**config.mk**
```make
export PLATFORM = sky130hd
export DESIGN_NAME = margin_gradient_alpha_blend
export DESIGN_NICKNAME = d
export VERILOG_FILES = /design/src/hdl/mgab_pkg.sv /design/src/hdl/mgab_front.sv /design/src/hdl/mgab_root_stage.sv /design/src/hdl/mgab_back.sv /design/src/hdl/margin_gradient_alpha_blend.sv
export SDC_FILE = /design/constraint.sdc
export NUM_CORES = 2
export LEC_CHECK = 0
export BUFFER_PORTS_ARGS = -buffer_cell sky130_fd_sc_hd__buf_2
export CAP_MARGIN = 10
export CORE_ASPECT_RATIO = 1.2
export CORE_MARGIN = 2
export CORE_UTILIZATION = 60
export DETAILED_ROUTE_END_ITERATION = 8
export PLACE_DENSITY = 0.76
export REMOVE_ABC_BUFFERS = 1
export SLEW_MARGIN = 20
export SYNTH_ARGS = -nofsm -noshare
export SYNTH_HDL_FRONTEND = slang
export SYNTH_SLANG_ARGS = --single-unit
```
**constraint.sdc**
```tcl
create_clock -name aclk -period 38 [get_ports aclk]
set_clock_uncertainty 0.1 [all_clocks]
set_input_delay 11.4 -clock aclk [delete_from_list [all_inputs] [get_ports aclk]]
set_output_delay 11.4 -clock aclk [all_outputs]
set_load 0.01 [all_outputs]
```
**src/hdl/mgab_pkg.sv**
```systemverilog
// ----------------------------------------------------------------------------
// mgab_pkg
// Shared widths, configuration and pipeline types for the text box compositor.
// ----------------------------------------------------------------------------
`default_nettype none

package mgab_pkg;

    // Character cell geometry
    localparam int CELL_WIDTH  = 8;
    localparam int CELL_HEIGHT = 16;

    // Field widths
    localparam int COORD_W  = 12;
    localparam int COL_W    = 9;
    localparam int ROW_W    = 8;
    localparam int MARGIN_W = 12;
    localparam int PIX_W    = 32;
    localparam int CH_W     = 8;
    localparam int NUM_CH   = 3;

    // Box edges one past the last pixel
    localparam int RIGHT_W  = $clog2((1 << COORD_W) + CELL_WIDTH * (1 << COL_W));
    localparam int BOTTOM_W = $clog2((1 << COORD_W) + CELL_HEIGHT * (1 << ROW_W));

    // Corner distance: floor square root of a sum of two squares
    localparam int SQ_W        = 2 * COORD_W;
    localparam int RAD_W       = 2 * COORD_W + 4;
    localparam int ROOT_W      = RAD_W / 2;
    localparam int SREM_W      = ROOT_W + 2;
    localparam int DIST_W      = COORD_W + 1;
    localparam int ROOT_STEPS  = 2;
    localparam int ROOT_STAGES = RAD_W / (2 * ROOT_STEPS);
    localparam int DIV_STAGES  = CH_W / ROOT_STEPS;

    // Blend products
    localparam int PROD_W = 2 * CH_W + 1;

    // Pipeline depth
    localparam int FRONT_STAGES = 4;
    localparam int BACK_STAGES  = 4;
    localparam int PIPE_STAGES  = FRONT_STAGES + ROOT_STAGES + BACK_STAGES;

    // Port widths
    localparam int IN_W       = 2 * COORD_W + 2 * PIX_W;
    localparam int CFG_ADDR_W = 3;
    localparam int CFG_DATA_W = 12;

    typedef enum logic [CFG_ADDR_W-1:0] {
        REG_BOX_LEFT        = 3'd0,
        REG_BOX_TOP         = 3'd1,
        REG_BOX_COLUMNS     = 3'd2,
        REG_BOX_ROWS        = 3'd3,
        REG_GRADIENT_MARGIN = 3'd4
    } reg_index_t;

    typedef struct packed {
        logic [COORD_W-1:0]  left;
        logic [COORD_W-1:0]  top;
        logic [COL_W-1:0]    cols;
        logic [ROW_W-1:0]    rows;
        logic [MARGIN_W-1:0] margin;
    } mgab_cfg_t;

    typedef struct packed {
        logic [PIX_W-1:0]    colour;
        logic [PIX_W-1:0]    bg;
        logic                x_in;
        logic                y_in;
        logic [COORD_W-1:0]  dx;
        logic [COORD_W-1:0]  dy;
        logic [RAD_W-1:0]    rad;
        logic [SREM_W-1:0]   srem;
        logic [ROOT_W-1:0]   root;
        logic [CH_W-1:0]     dnum;
        logic [MARGIN_W-1:0] drem;
        logic [CH_W-1:0]     quot;
    } mgab_root_item_t;

    typedef enum logic [1:0] {
        KIND_BOX   = 2'd0,
        KIND_BACK  = 2'd1,
        KIND_BLEND = 2'd2
    } pix_kind_t;

endpackage

`default_nettype wire

```
**src/hdl/mgab_front.sv**
```systemverilog
// ----------------------------------------------------------------------------
// mgab_front
// Box edges, in-box tests, edge offsets, their squares and the root/divide
// seed. Four register stages.
// ----------------------------------------------------------------------------
`default_nettype none

module mgab_front (
    input  wire logic                                     aclk,
    input  wire logic [mgab_pkg::FRONT_STAGES-1:0]        stage_en,
    input  wire mgab_pkg::mgab_cfg_t                      cfg,
    input  wire logic [mgab_pkg::IN_W-1:0]                in_data,
    output mgab_pkg::mgab_root_item_t                     item_out
);
    import mgab_pkg::*;

    // Stage 0: edges
    logic [COORD_W-1:0]  s0_x_reg, s0_y_reg;
    logic [PIX_W-1:0]    s0_colour_reg, s0_bg_reg;
    logic [RIGHT_W-1:0]  s0_right_reg, s0_right_next;
    logic [BOTTOM_W-1:0] s0_bottom_reg, s0_bottom_next;

    // Stage 1: tests and offsets
    logic                s1_x_in_reg, s1_y_in_reg, s1_x_in_next, s1_y_in_next;
    logic [COORD_W-1:0]  s1_dx_reg, s1_dy_reg, s1_dx_next, s1_dy_next;
    logic [PIX_W-1:0]    s1_colour_reg, s1_bg_reg;

    // Stage 2: squares
    logic                s2_x_in_reg, s2_y_in_reg;
    logic [COORD_W-1:0]  s2_dx_reg, s2_dy_reg;
    logic [SQ_W-1:0]     s2_dxsq_reg, s2_dysq_reg;
    logic [PIX_W-1:0]    s2_colour_reg, s2_bg_reg;

    // Stage 3: seed
    mgab_root_item_t     s3_item_reg, s3_item_next;

    logic [RIGHT_W-1:0]  x_ext;
    logic [BOTTOM_W-1:0] y_ext;

    assign s0_right_next  = RIGHT_W'(cfg.left) + RIGHT_W'(cfg.cols) * RIGHT_W'(CELL_WIDTH);
    assign s0_bottom_next = BOTTOM_W'(cfg.top) + BOTTOM_W'(cfg.rows) * BOTTOM_W'(CELL_HEIGHT);

    always_ff @(posedge aclk) begin
        if (stage_en[0]) begin
            s0_x_reg      <= in_data[COORD_W-1:0];
            s0_y_reg      <= in_data[2*COORD_W-1:COORD_W];
            s0_colour_reg <= in_data[2*COORD_W+PIX_W-1:2*COORD_W];
            s0_bg_reg     <= in_data[IN_W-1:2*COORD_W+PIX_W];
            s0_right_reg  <= s0_right_next;
            s0_bottom_reg <= s0_bottom_next;
        end
    end

    assign x_ext = RIGHT_W'(s0_x_reg);
    assign y_ext = BOTTOM_W'(s0_y_reg);

    always_comb begin
        s1_x_in_next = (s0_x_reg >= cfg.left) && (x_ext < s0_right_reg);
        s1_y_in_next = (s0_y_reg >= cfg.top) && (y_ext < s0_bottom_reg);
        // Pixels right of or below the box count from the first pixel past it
        priority if (s0_x_reg < cfg.left) begin
            s1_dx_next = cfg.left - s0_x_reg;
        end else if (x_ext >= s0_right_reg) begin
            s1_dx_next = COORD_W'(x_ext - s0_right_reg);
        end else begin
            s1_dx_next = '0;
        end
        priority if (s0_y_reg < cfg.top) begin
            s1_dy_next = cfg.top - s0_y_reg;
        end else if (y_ext >= s0_bottom_reg) begin
            s1_dy_next = COORD_W'(y_ext - s0_bottom_reg);
        end else begin
            s1_dy_next = '0;
        end
    end

    always_ff @(posedge aclk) begin
        if (stage_en[1]) begin
            s1_x_in_reg   <= s1_x_in_next;
            s1_y_in_reg   <= s1_y_in_next;
            s1_dx_reg     <= s1_dx_next;
            s1_dy_reg     <= s1_dy_next;
            s1_colour_reg <= s0_colour_reg;
            s1_bg_reg     <= s0_bg_reg;
        end
    end

    always_ff @(posedge aclk) begin
        if (stage_en[2]) begin
            s2_x_in_reg   <= s1_x_in_reg;
            s2_y_in_reg   <= s1_y_in_reg;
            s2_dx_reg     <= s1_dx_reg;
            s2_dy_reg     <= s1_dy_reg;
            s2_dxsq_reg   <= SQ_W'(s1_dx_reg) * SQ_W'(s1_dx_reg);
            s2_dysq_reg   <= SQ_W'(s1_dy_reg) * SQ_W'(s1_dy_reg);
            s2_colour_reg <= s1_colour_reg;
            s2_bg_reg     <= s1_bg_reg;
        end
    end

    always_comb begin
        s3_item_next.colour = s2_colour_reg;
        s3_item_next.bg     = s2_bg_reg;
        s3_item_next.x_in   = s2_x_in_reg;
        s3_item_next.y_in   = s2_y_in_reg;
        s3_item_next.dx     = s2_dx_reg;
        s3_item_next.dy     = s2_dy_reg;
        s3_item_next.rad    = RAD_W'(s2_dxsq_reg) + RAD_W'(s2_dysq_reg);
        s3_item_next.srem   = '0;
        s3_item_next.root   = '0;
        // 255 - alpha
        s3_item_next.dnum   = ~s2_colour_reg[PIX_W-1 -: CH_W];
        s3_item_next.drem   = '0;
        s3_item_next.quot   = '0;
    end

    always_ff @(posedge aclk) begin
        if (stage_en[3]) begin
            s3_item_reg <= s3_item_next;
        end
    end

    assign item_out = s3_item_reg;

endmodule

`default_nettype wire

```
**src/hdl/mgab_root_stage.sv**
```systemverilog
// ----------------------------------------------------------------------------
// mgab_root_stage
// Two digits of the integer square root, and optionally two quotient bits
// of the gradient step division, per register stage.
// ----------------------------------------------------------------------------
`default_nettype none

module mgab_root_stage (
    input  wire logic                              aclk,
    input  wire logic                              en,
    input  wire logic                              div_on,
    input  wire logic [mgab_pkg::MARGIN_W-1:0]     margin,
    input  wire mgab_pkg::mgab_root_item_t         item_in,
    output mgab_pkg::mgab_root_item_t              item_out
);
    import mgab_pkg::*;

    mgab_root_item_t item_reg, item_next;

    always_comb begin : step_logic
        logic [SREM_W-1:0]   shifted;
        logic [SREM_W-1:0]   trial;
        logic [MARGIN_W:0]   dshift;
        item_next = item_in;
        for (int i = 0; i < ROOT_STEPS; i++) begin
            // Root digit: bring down two radicand bits, try 4*root + 1
            shifted = {item_next.srem[SREM_W-3:0], item_next.rad[RAD_W-1 -: 2]};
            item_next.rad = {item_next.rad[RAD_W-3:0], 2'b00};
            trial = {item_next.root, 2'b01};
            if (shifted >= trial) begin
                item_next.srem = shifted - trial;
                item_next.root = {item_next.root[ROOT_W-2:0], 1'b1};
            end else begin
                item_next.srem = shifted;
                item_next.root = {item_next.root[ROOT_W-2:0], 1'b0};
            end
            // Quotient bit: restoring division by the margin
            if (div_on) begin
                dshift = {item_next.drem, item_next.dnum[CH_W-1]};
                item_next.dnum = {item_next.dnum[CH_W-2:0], 1'b0};
                if (dshift >= {1'b0, margin}) begin
                    item_next.drem = MARGIN_W'(dshift - {1'b0, margin});
                    item_next.quot = {item_next.quot[CH_W-2:0], 1'b1};
                end else begin
                    item_next.drem = dshift[MARGIN_W-1:0];
                    item_next.quot = {item_next.quot[CH_W-2:0], 1'b0};
                end
            end
        end
    end

    always_ff @(posedge aclk) begin
        if (en) begin
            item_reg <= item_next;
        end
    end

    assign item_out = item_reg;

endmodule

`default_nettype wire

```
**src/hdl/mgab_back.sv**
```systemverilog
// ----------------------------------------------------------------------------
// mgab_back
// Distance pick, gradient alpha, per-channel blend and the output register.
// Four register stages.
// ----------------------------------------------------------------------------
`default_nettype none

module mgab_back (
    input  wire logic                                  aclk,
    input  wire logic [mgab_pkg::BACK_STAGES-1:0]      stage_en,
    input  wire logic [mgab_pkg::MARGIN_W-1:0]         margin,
    input  wire mgab_pkg::mgab_root_item_t             item_in,
    output logic [mgab_pkg::PIX_W-1:0]                 pixel_out
);
    import mgab_pkg::*;

    // Stage 0: distance, kind, step * distance (low byte)
    logic [DIST_W-1:0]        box_dist;
    logic [CH_W+DIST_W-1:0]   prod_full;
    pix_kind_t                s0_kind_reg, s0_kind_next;
    logic [CH_W-1:0]          s0_prod_reg;
    logic [PIX_W-1:0]         s0_colour_reg, s0_bg_reg;

    // Stage 1: weights
    logic [CH_W-1:0]          ramped_alpha;
    pix_kind_t                s1_kind_reg;
    logic [CH_W-1:0]          s1_wf_reg;
    logic [CH_W:0]            s1_wb_reg;
    logic [PIX_W-1:0]         s1_colour_reg, s1_bg_reg;

    // Stage 2: channel products
    pix_kind_t                s2_kind_reg;
    logic [2*CH_W-1:0]        s2_pf_reg [NUM_CH];
    logic [PROD_W-1:0]        s2_pb_reg [NUM_CH];
    logic [PIX_W-1:0]         s2_colour_reg, s2_bg_reg;

    // Stage 3: output
    logic [PIX_W-1:0]         blend_pix;
    logic [PROD_W-1:0]        ch_sum [NUM_CH];
    logic [PIX_W-1:0]         s3_pixel_reg, s3_pixel_next;

    always_comb begin
        priority if (item_in.x_in) begin
            box_dist = DIST_W'(item_in.dy);
        end else if (item_in.y_in) begin
            box_dist = DIST_W'(item_in.dx);
        end else begin
            box_dist = item_in.root[DIST_W-1:0];
        end
        priority if (item_in.x_in && item_in.y_in) begin
            s0_kind_next = KIND_BOX;
        end else if (margin == '0 || box_dist > DIST_W'(margin)) begin
            s0_kind_next = KIND_BACK;
        end else begin
            s0_kind_next = KIND_BLEND;
        end
    end

    // The ramped alpha wraps to a byte, so only the product's low byte matters
    assign prod_full = (CH_W+DIST_W)'(item_in.quot) * (CH_W+DIST_W)'(box_dist);

    always_ff @(posedge aclk) begin
        if (stage_en[0]) begin
            s0_kind_reg   <= s0_kind_next;
            s0_prod_reg   <= prod_full[CH_W-1:0];
            s0_colour_reg <= item_in.colour;
            s0_bg_reg     <= item_in.bg;
        end
    end

    assign ramped_alpha = s0_colour_reg[PIX_W-1 -: CH_W] + s0_prod_reg;

    always_ff @(posedge aclk) begin
        if (stage_en[1]) begin
            s1_kind_reg   <= s0_kind_reg;
            s1_wf_reg     <= ~ramped_alpha;
            s1_wb_reg     <= {1'b0, ramped_alpha} + (CH_W+1)'(1);
            s1_colour_reg <= s0_colour_reg;
            s1_bg_reg     <= s0_bg_reg;
        end
    end

    always_ff @(posedge aclk) begin
        if (stage_en[2]) begin
            s2_kind_reg   <= s1_kind_reg;
            s2_colour_reg <= s1_colour_reg;
            s2_bg_reg     <= s1_bg_reg;
            for (int c = 0; c < NUM_CH; c++) begin
                s2_pf_reg[c] <= (2*CH_W)'(s1_wf_reg) * (2*CH_W)'(s1_colour_reg[c*CH_W +: CH_W]);
                s2_pb_reg[c] <= PROD_W'(s1_wb_reg) * PROD_W'(s1_bg_reg[c*CH_W +: CH_W]);
            end
        end
    end

    always_comb begin
        blend_pix = '0;
        for (int c = 0; c < NUM_CH; c++) begin
            ch_sum[c] = PROD_W'(s2_pf_reg[c]) + s2_pb_reg[c];
            blend_pix[c*CH_W +: CH_W] = ch_sum[c][2*CH_W-1:CH_W];
        end
        unique case (s2_kind_reg)
            KIND_BOX:   s3_pixel_next = s2_colour_reg;
            KIND_BACK:  s3_pixel_next = s2_bg_reg;
            KIND_BLEND: s3_pixel_next = blend_pix;
            default:    s3_pixel_next = s2_bg_reg;
        endcase
    end

    always_ff @(posedge aclk) begin
        if (stage_en[3]) begin
            s3_pixel_reg <= s3_pixel_next;
        end
    end

    assign pixel_out = s3_pixel_reg;

endmodule

`default_nettype wire

```
**src/hdl/margin_gradient_alpha_blend.sv**
```systemverilog
// Depth: 15 register stages from s_ to m_. Throughput: one pixel per clock unless
// m_ stalls a full pipe; the square root and the step division are
// fully pipelined at two digits per stage, so nothing in the path iterates.
// Backpressure: a stage advances when it or a later stage is empty or m_ moves;
// bubbles collapse, so input keeps flowing under a stall until the pipe is full.
// Reset: aresetn (sync, active low) clears all valid bits and the config registers.
// ----------------------------------------------------------------------------
// margin_gradient_alpha_blend
// Per-pixel compositor for a text box over a background image: box colour
// inside, alpha-ramped blend within the margin, background beyond it.
// ----------------------------------------------------------------------------
`default_nettype none

module margin_gradient_alpha_blend (
    input  wire logic                               aclk,
    input  wire logic                               aresetn,
    // Pixel input
    input  wire logic                               s_tvalid,
    output logic                                    s_tready,
    // [11:0] pixel_x, [23:12] pixel_y, [55:24] box_colour,
    // [87:56] background_pixel
    input  wire logic [mgab_pkg::IN_W-1:0]          s_tdata,
    // Composited output
    output logic                                    m_tvalid,
    input  wire logic                               m_tready,
    // [31:0] out_pixel
    output logic [mgab_pkg::PIX_W-1:0]              m_tdata,
    // Configuration writes
    input  wire logic                               cfg_valid,
    output logic                                    cfg_ready,
    input  wire logic [mgab_pkg::CFG_ADDR_W-1:0]    cfg_addr,
    input  wire logic [mgab_pkg::CFG_DATA_W-1:0]    cfg_wdata
);
    import mgab_pkg::*;

    mgab_cfg_t               cfg_reg;
    logic [PIPE_STAGES-1:0]  valid_reg, valid_next;
    logic [PIPE_STAGES-1:0]  stage_en;
    mgab_root_item_t         root_item [ROOT_STAGES+1];

    // ------------------------------------------------------------------
    // Configuration registers: always ready, a write shows in cfg_reg in the cycle after it is taken.
    // Unknown indexes are dropped.
    // ------------------------------------------------------------------
    assign cfg_ready = 1'b1;

    always_ff @(posedge aclk) begin
        if (!aresetn) begin
            cfg_reg <= '0;
        end else if (cfg_valid) begin
            unique case (cfg_addr)
                REG_BOX_LEFT:        cfg_reg.left   <= cfg_wdata[COORD_W-1:0];
                REG_BOX_TOP:         cfg_reg.top    <= cfg_wdata[COORD_W-1:0];
                REG_BOX_COLUMNS:     cfg_reg.cols   <= cfg_wdata[COL_W-1:0];
                REG_BOX_ROWS:        cfg_reg.rows   <= cfg_wdata[ROW_W-1:0];
                REG_GRADIENT_MARGIN: cfg_reg.margin <= cfg_wdata[MARGIN_W-1:0];
                default: ;
            endcase
        end
    end

    // ------------------------------------------------------------------
    // Pipeline flow control. Stage k advances when some stage from k to
    // the output holds a bubble, or the output beat is being taken.
    // ------------------------------------------------------------------
    for (genvar k = 0; k < PIPE_STAGES; k++) begin : g_en
        assign stage_en[k] = m_tready || !(&valid_reg[PIPE_STAGES-1:k]);
    end

    // Shift valid bits forward in the stages that advance, hold the rest
    assign valid_next = ({valid_reg[PIPE_STAGES-2:0], s_tvalid} & stage_en)
                      | (valid_reg & ~stage_en);

    always_ff @(posedge aclk) begin
        if (!aresetn) begin
            valid_reg <= '0;
        end else begin
            valid_reg <= valid_next;
        end
    end

    assign s_tready = stage_en[0];
    assign m_tvalid = valid_reg[PIPE_STAGES-1];

    // ------------------------------------------------------------------
    // Datapath: front (edges, offsets, squares), seven root/divide stages,
    // back (distance pick, alpha ramp, blend, output register).
    // ------------------------------------------------------------------
    mgab_front u_front (
        .aclk     (aclk),
        .stage_en (stage_en[FRONT_STAGES-1:0]),
        .cfg      (cfg_reg),
        .in_data  (s_tdata),
        .item_out (root_item[0])
    );

    for (genvar k = 0; k < ROOT_STAGES; k++) begin : g_root
        mgab_root_stage u_root (
            .aclk     (aclk),
            .en       (stage_en[FRONT_STAGES+k]),
            .div_on   ((k < DIV_STAGES) ? 1'b1 : 1'b0),
            .margin   (cfg_reg.margin),
            .item_in  (root_item[k]),
            .item_out (root_item[k+1])
        );
    end

    mgab_back u_back (
        .aclk      (aclk),
        .stage_en  (stage_en[PIPE_STAGES-1 -: BACK_STAGES]),
        .margin    (cfg_reg.margin),
        .item_in   (root_item[ROOT_STAGES]),
        .pixel_out (m_tdata)
    );

    // ------------------------------------------------------------------
    // Checks on the flow control
    // ------------------------------------------------------------------
    a_ready_when_drained: assert property (@(posedge aclk) disable iff (!aresetn)
        !m_tvalid |-> s_tready)
        else $error("input stalled with an empty output stage");

    a_accept_enters: assert property (@(posedge aclk) disable iff (!aresetn)
        (s_tvalid && s_tready) |=> valid_reg[0])
        else $error("accepted beat did not enter the first stage");

    a_stall_keeps: assert property (@(posedge aclk) disable iff (!aresetn)
        ((valid_reg & ~stage_en) != '0) |=>
            (($past(valid_reg & ~stage_en) & ~valid_reg) == '0))
        else $error("stalled stage lost its beat");

    a_empty_no_output: assert property (@(posedge aclk) disable iff (!aresetn)
        (valid_reg == '0) |=> !m_tvalid)
        else $error("output beat from an empty pipeline");

endmodule

`default_nettype wire

```
==> impl_summary.txt <==
----------------------------------------------------
[Status]
  Result of the run ... complete, no violations

[Synthesis]
  Post-Synth Adder-Cell Area ... 0.1833
  Area share of the leading cell type in the synthesized netlist ... 0.5628
  Share of async-settable or async-resettable flops after synthesis ... 0
  Synthesis warning total ... 0
  EDFF count, synth ... 1737
  Post-synthesis cell type count ... 94
  Largest family of logic cells by synthesized area ... adder cells
  Synthesized instance count ... 6930
  Compound-gate portion of the synthesized area ... 0.06617
  Avg Synthesized Cell Area ... 13.37 µm²
  Fraction of synthesized cell area in xor and xnor cells ... 0.03572
  Number of flip-flops and latches in the synthesized netlist ... 1805
  Cell type with the highest aggregate area in the netlist ... edfxtp_1
  Multiplexer area fraction after synthesis ... 0.01058
  Synth Area in Simple Gates ... 0.08702
  Top cells by area in the synthesized netlist ... edfxtp_1, ha_1, fa_1
  Post-synthesis sequential area ratio ... 0.5774
  Synthesized cell area ... 92690 µm²
  Main flop type after synthesis ... edfxtp_1

[Drt]
  Vias post-DR ... 52030
  Final Routed Wirelength ... 178.1 mm
  Remaining antenna violation count after routing ... 0
  Initial DRT Pass Iterations ... 5
  Residual DRC count ... 0
  Average wire length per cell after detail routing ... 19.15 µm
  Count of routing violations after the opening detailed-route iteration ... 3354
  Drt via density ... 5.595

[Floorplanning]
  I/O pins ... 143
  Cell row count ... 158
  Placeable core area ... 154000 µm²
  Floorplan die height ... 434.6 µm
  Total die area ... 157700 µm²
  Die X ... 362.8 µm
  Initial standard-cell utilization of the core ... 0.6019

[Pwr]
  Leakage power summed over all cells ... 42.95 nW
  Sequential share of power ... 0.319
  Net Sw Frac ... 0.3715
  Clock share of power ... 0.177
  Combinational power share ... 0.504
  Worst ir drop on vdd ... 0.09707 mV
  Switching component of the power ... 3.527 mW
  Power per standard cell area ... 93.59 nW/µm²
  P_int ... 5.967 mW
  Total power ... 9.494 mW

[CTS]
  Max H-tree Level ... 4
  Max Buffers Root-to-Sink ... 3
  Post-CTS resize count ... 0
  # hold bufs at CTS ... 0
  Clock slew at the register clock pins of the worst setup and hold paths ... 0.06 ns
  Clock insertion delay at the later pin of the skew report ... 0.80 ns
  Post-CTS Setup Inserts ... 0
  Clock buffer count from CTS ... 169
  Root buffer selected by CTS ... clkbuf_16
  Clock Sink Count ... 1805
  TritonCTS clock tree ... yes

[STA]
  Hold Fails Final Rpt ... 0
  Slew at the pin closest to its max-slew limit ... 1.136 ns
  Fin Setup TNS ... 0 ns
  Final Critical Period ... 27.44 ns
  F_max ... 36.44 MHz
  Final Slew Violations ... 0
  Final Cycle Share ... 0.7222
  Normalized max-slew margin ... 0.2424
  RSZ-0062 raised after global routing ... false
  Least setup slack across all paths after layout ... 10.56 ns
  Number of setup violations in the final report ... 0

[Worst setup path]
  Category of the critical setup timing path ... input pin to output port
  Ordered cell list for the critical path ... buf_2, nor2b_1, and2_1, inv_6, nor2_1, and2_1, and3_1, and2_0, and4_1, and2_1, nand3_4, buf_2
  Number of buffers and inverters on the critical path ... 3
  Max Fanout on Critical Path ... 83
  WP data required ... 26.50 ns
  Biggest cell delay along the critical path ... 0.65 ns
  Standard cell with the maximum stage delay on the critical path ... and2_0
  Arrival time worst endpoint ... 15.94 ns
  CP dominant cell by count ... and2_1
  Critical Path Sink Type ... output port
  Startpoint kind of the worst setup timing path ... input pin
  Worst path top cell family by delay ... simple AND/OR/NAND/NOR gates

[Global routing]
  Pin count of the biggest net entering global routing ... 85
  Initial antenna violation count ... 6
  Total Routing Usage GR ... 0.2324
  Vias in the first global route ... 54380
  Wire length of the first global-routing pass ... 285.2 mm
  Global route overflow ... 0

[Placed design]
  Number of buffers inserted by port buffering ... 141
  Total half-perimeter wirelength after legalization and detailed placement ... 125.9 mm
  Placement Cell Area ... 95820 µm²
  Final weighted congestion of routability-driven global placement ... 0.8883
  Worst setup slack after placement ... 10.63 ns

[Cells and area]
  Share of the core filled with cells in the final layout ... 0.6587
  Layout area overhead ... 9.443%
  Number of antenna diodes ... 0
  Largest register FFs ... 926
  Fraction of layout cells with a size suffix above 1 ... 0.07740
  Total Nets Final ... 8371
  Post-route cell area ... 101400 µm²

[Min path]
  Hold Path Class ... flop to flop

[Flow run]
  Max-cap viol count ... 0

----------------------------------------------------
routing by layer:
layer / up-vias / GRT usage / share of wire
li1: 24700 / - / -
met1: 25750 / 0.2745 / 0.39
met2: 1241 / 0.4275 / 0.53
met3: 338 / 0.03257 / 0.047
met4: 2 / 0.09061 / 0.037
met5: - / 0 / 0.00011
area by class of cell:
type                    instances  area [µm²]
flip-flops and latches       1805       53520
fillers                     10830       52560
multi-input cells            4151       35570
clock buffers                 207        4403
inverters                     844        3193
well taps                    2000        2502
clock inverters               106        1167
repair buffers                187        1085
placed cells by master (no fill, tap or decap), drive strengths merged, types with 15 or more instances in the layout:
cell type,instances
edfxtp,1737
inv,854
ha,684
nand2,555
fa,421
and2,331
nor2,293
xnor2,271
a21oi,245
o21ai,208
clkbuf,207
buf,187
xor2,107
nor2b,97
a21o,95
nor3,90
a21boi,75
dfxtp,68
clkinv,68
o21a,67
mux2,56
nand3,53
nand4,48
nand2b,43
mux2i,35
o21bai,29
or3,25
o31ai,23
and3,23
or2,22
a31oi,22
a211oi,21
a22o,19
nor4,18
o41ai,16
bufinv,15
cell usage after synthesis, drive strengths merged (12+ instances only):
master / count
ha: 684
and2: 331
a31oi: 22
mux2i: 35
nand2: 555
nand3: 53
a21o: 95
xor2: 107
o31a: 14
or2: 22
a21boi: 75
a211oi: 21
o31ai: 23
o21bai: 29
nor4: 18
dfxtp: 68
fa: 421
o211ai: 14
o21ai: 208
inv: 842
a21oi: 245
clkbuf: 118
nand4: 48
nor3b: 13
o41ai: 16
nand2b: 43
nor2b: 97
nor3: 90
nor2: 293
and3: 23
o21a: 67
or3: 25
mux2: 56
buf: 12
edfxtp: 1737
xnor2: 271
a22o: 19
power groups by stage:
stage / Combinational, mW / Sequential [mW] / Clock [mW]
2_1_floorplan: 3.78 / 3.00 / 0
3_3_place_gp: 4.63 / 3.06 / 0
3_5_place_dp: 4.76 / 3.08 / 0
4_1_cts: 4.82 / 3.04 / 1.71
5_1_grt: 5.50 / 3.07 / 1.78
6_report: 4.78 / 3.03 / 1.68
cells by family after synthesis:
group,count (synthesis)
XOR/XNOR,378
multiplexers,91
flip-flops,1805
adder cells (fa/ha/maj),1105
AND/OR/NAND/NOR,1636
AO/OA/AOI/OAI,939
other,2
buffers and inverters,974
stage by stage:
step	hold slack, ns	std cells
after floorplan	0.3003	6800
after global placement	0.3004	8985
after detailed placement	0.3045	8985
after CTS	0.2904	9298
after global routing	0.3032	9300
final	0.2896	9300
worst paths after layout:
check                            startpoint                        endpoint  slack [ns]  cells after the start
min reg2reg  g_root[5].u_root.item_out[144]  g_root[6].u_root.item_out[144]        0.29                      0
max                                m_tready                        s_tready       10.56                     12
min          g_root[5].u_root.item_out[144]  g_root[6].u_root.item_out[144]        0.29                      0
max reg2reg            u_front.s1_dx_reg[3]         u_front.s2_dxsq_reg[23]       31.46                     22
(Power assumes the default switching activity.)
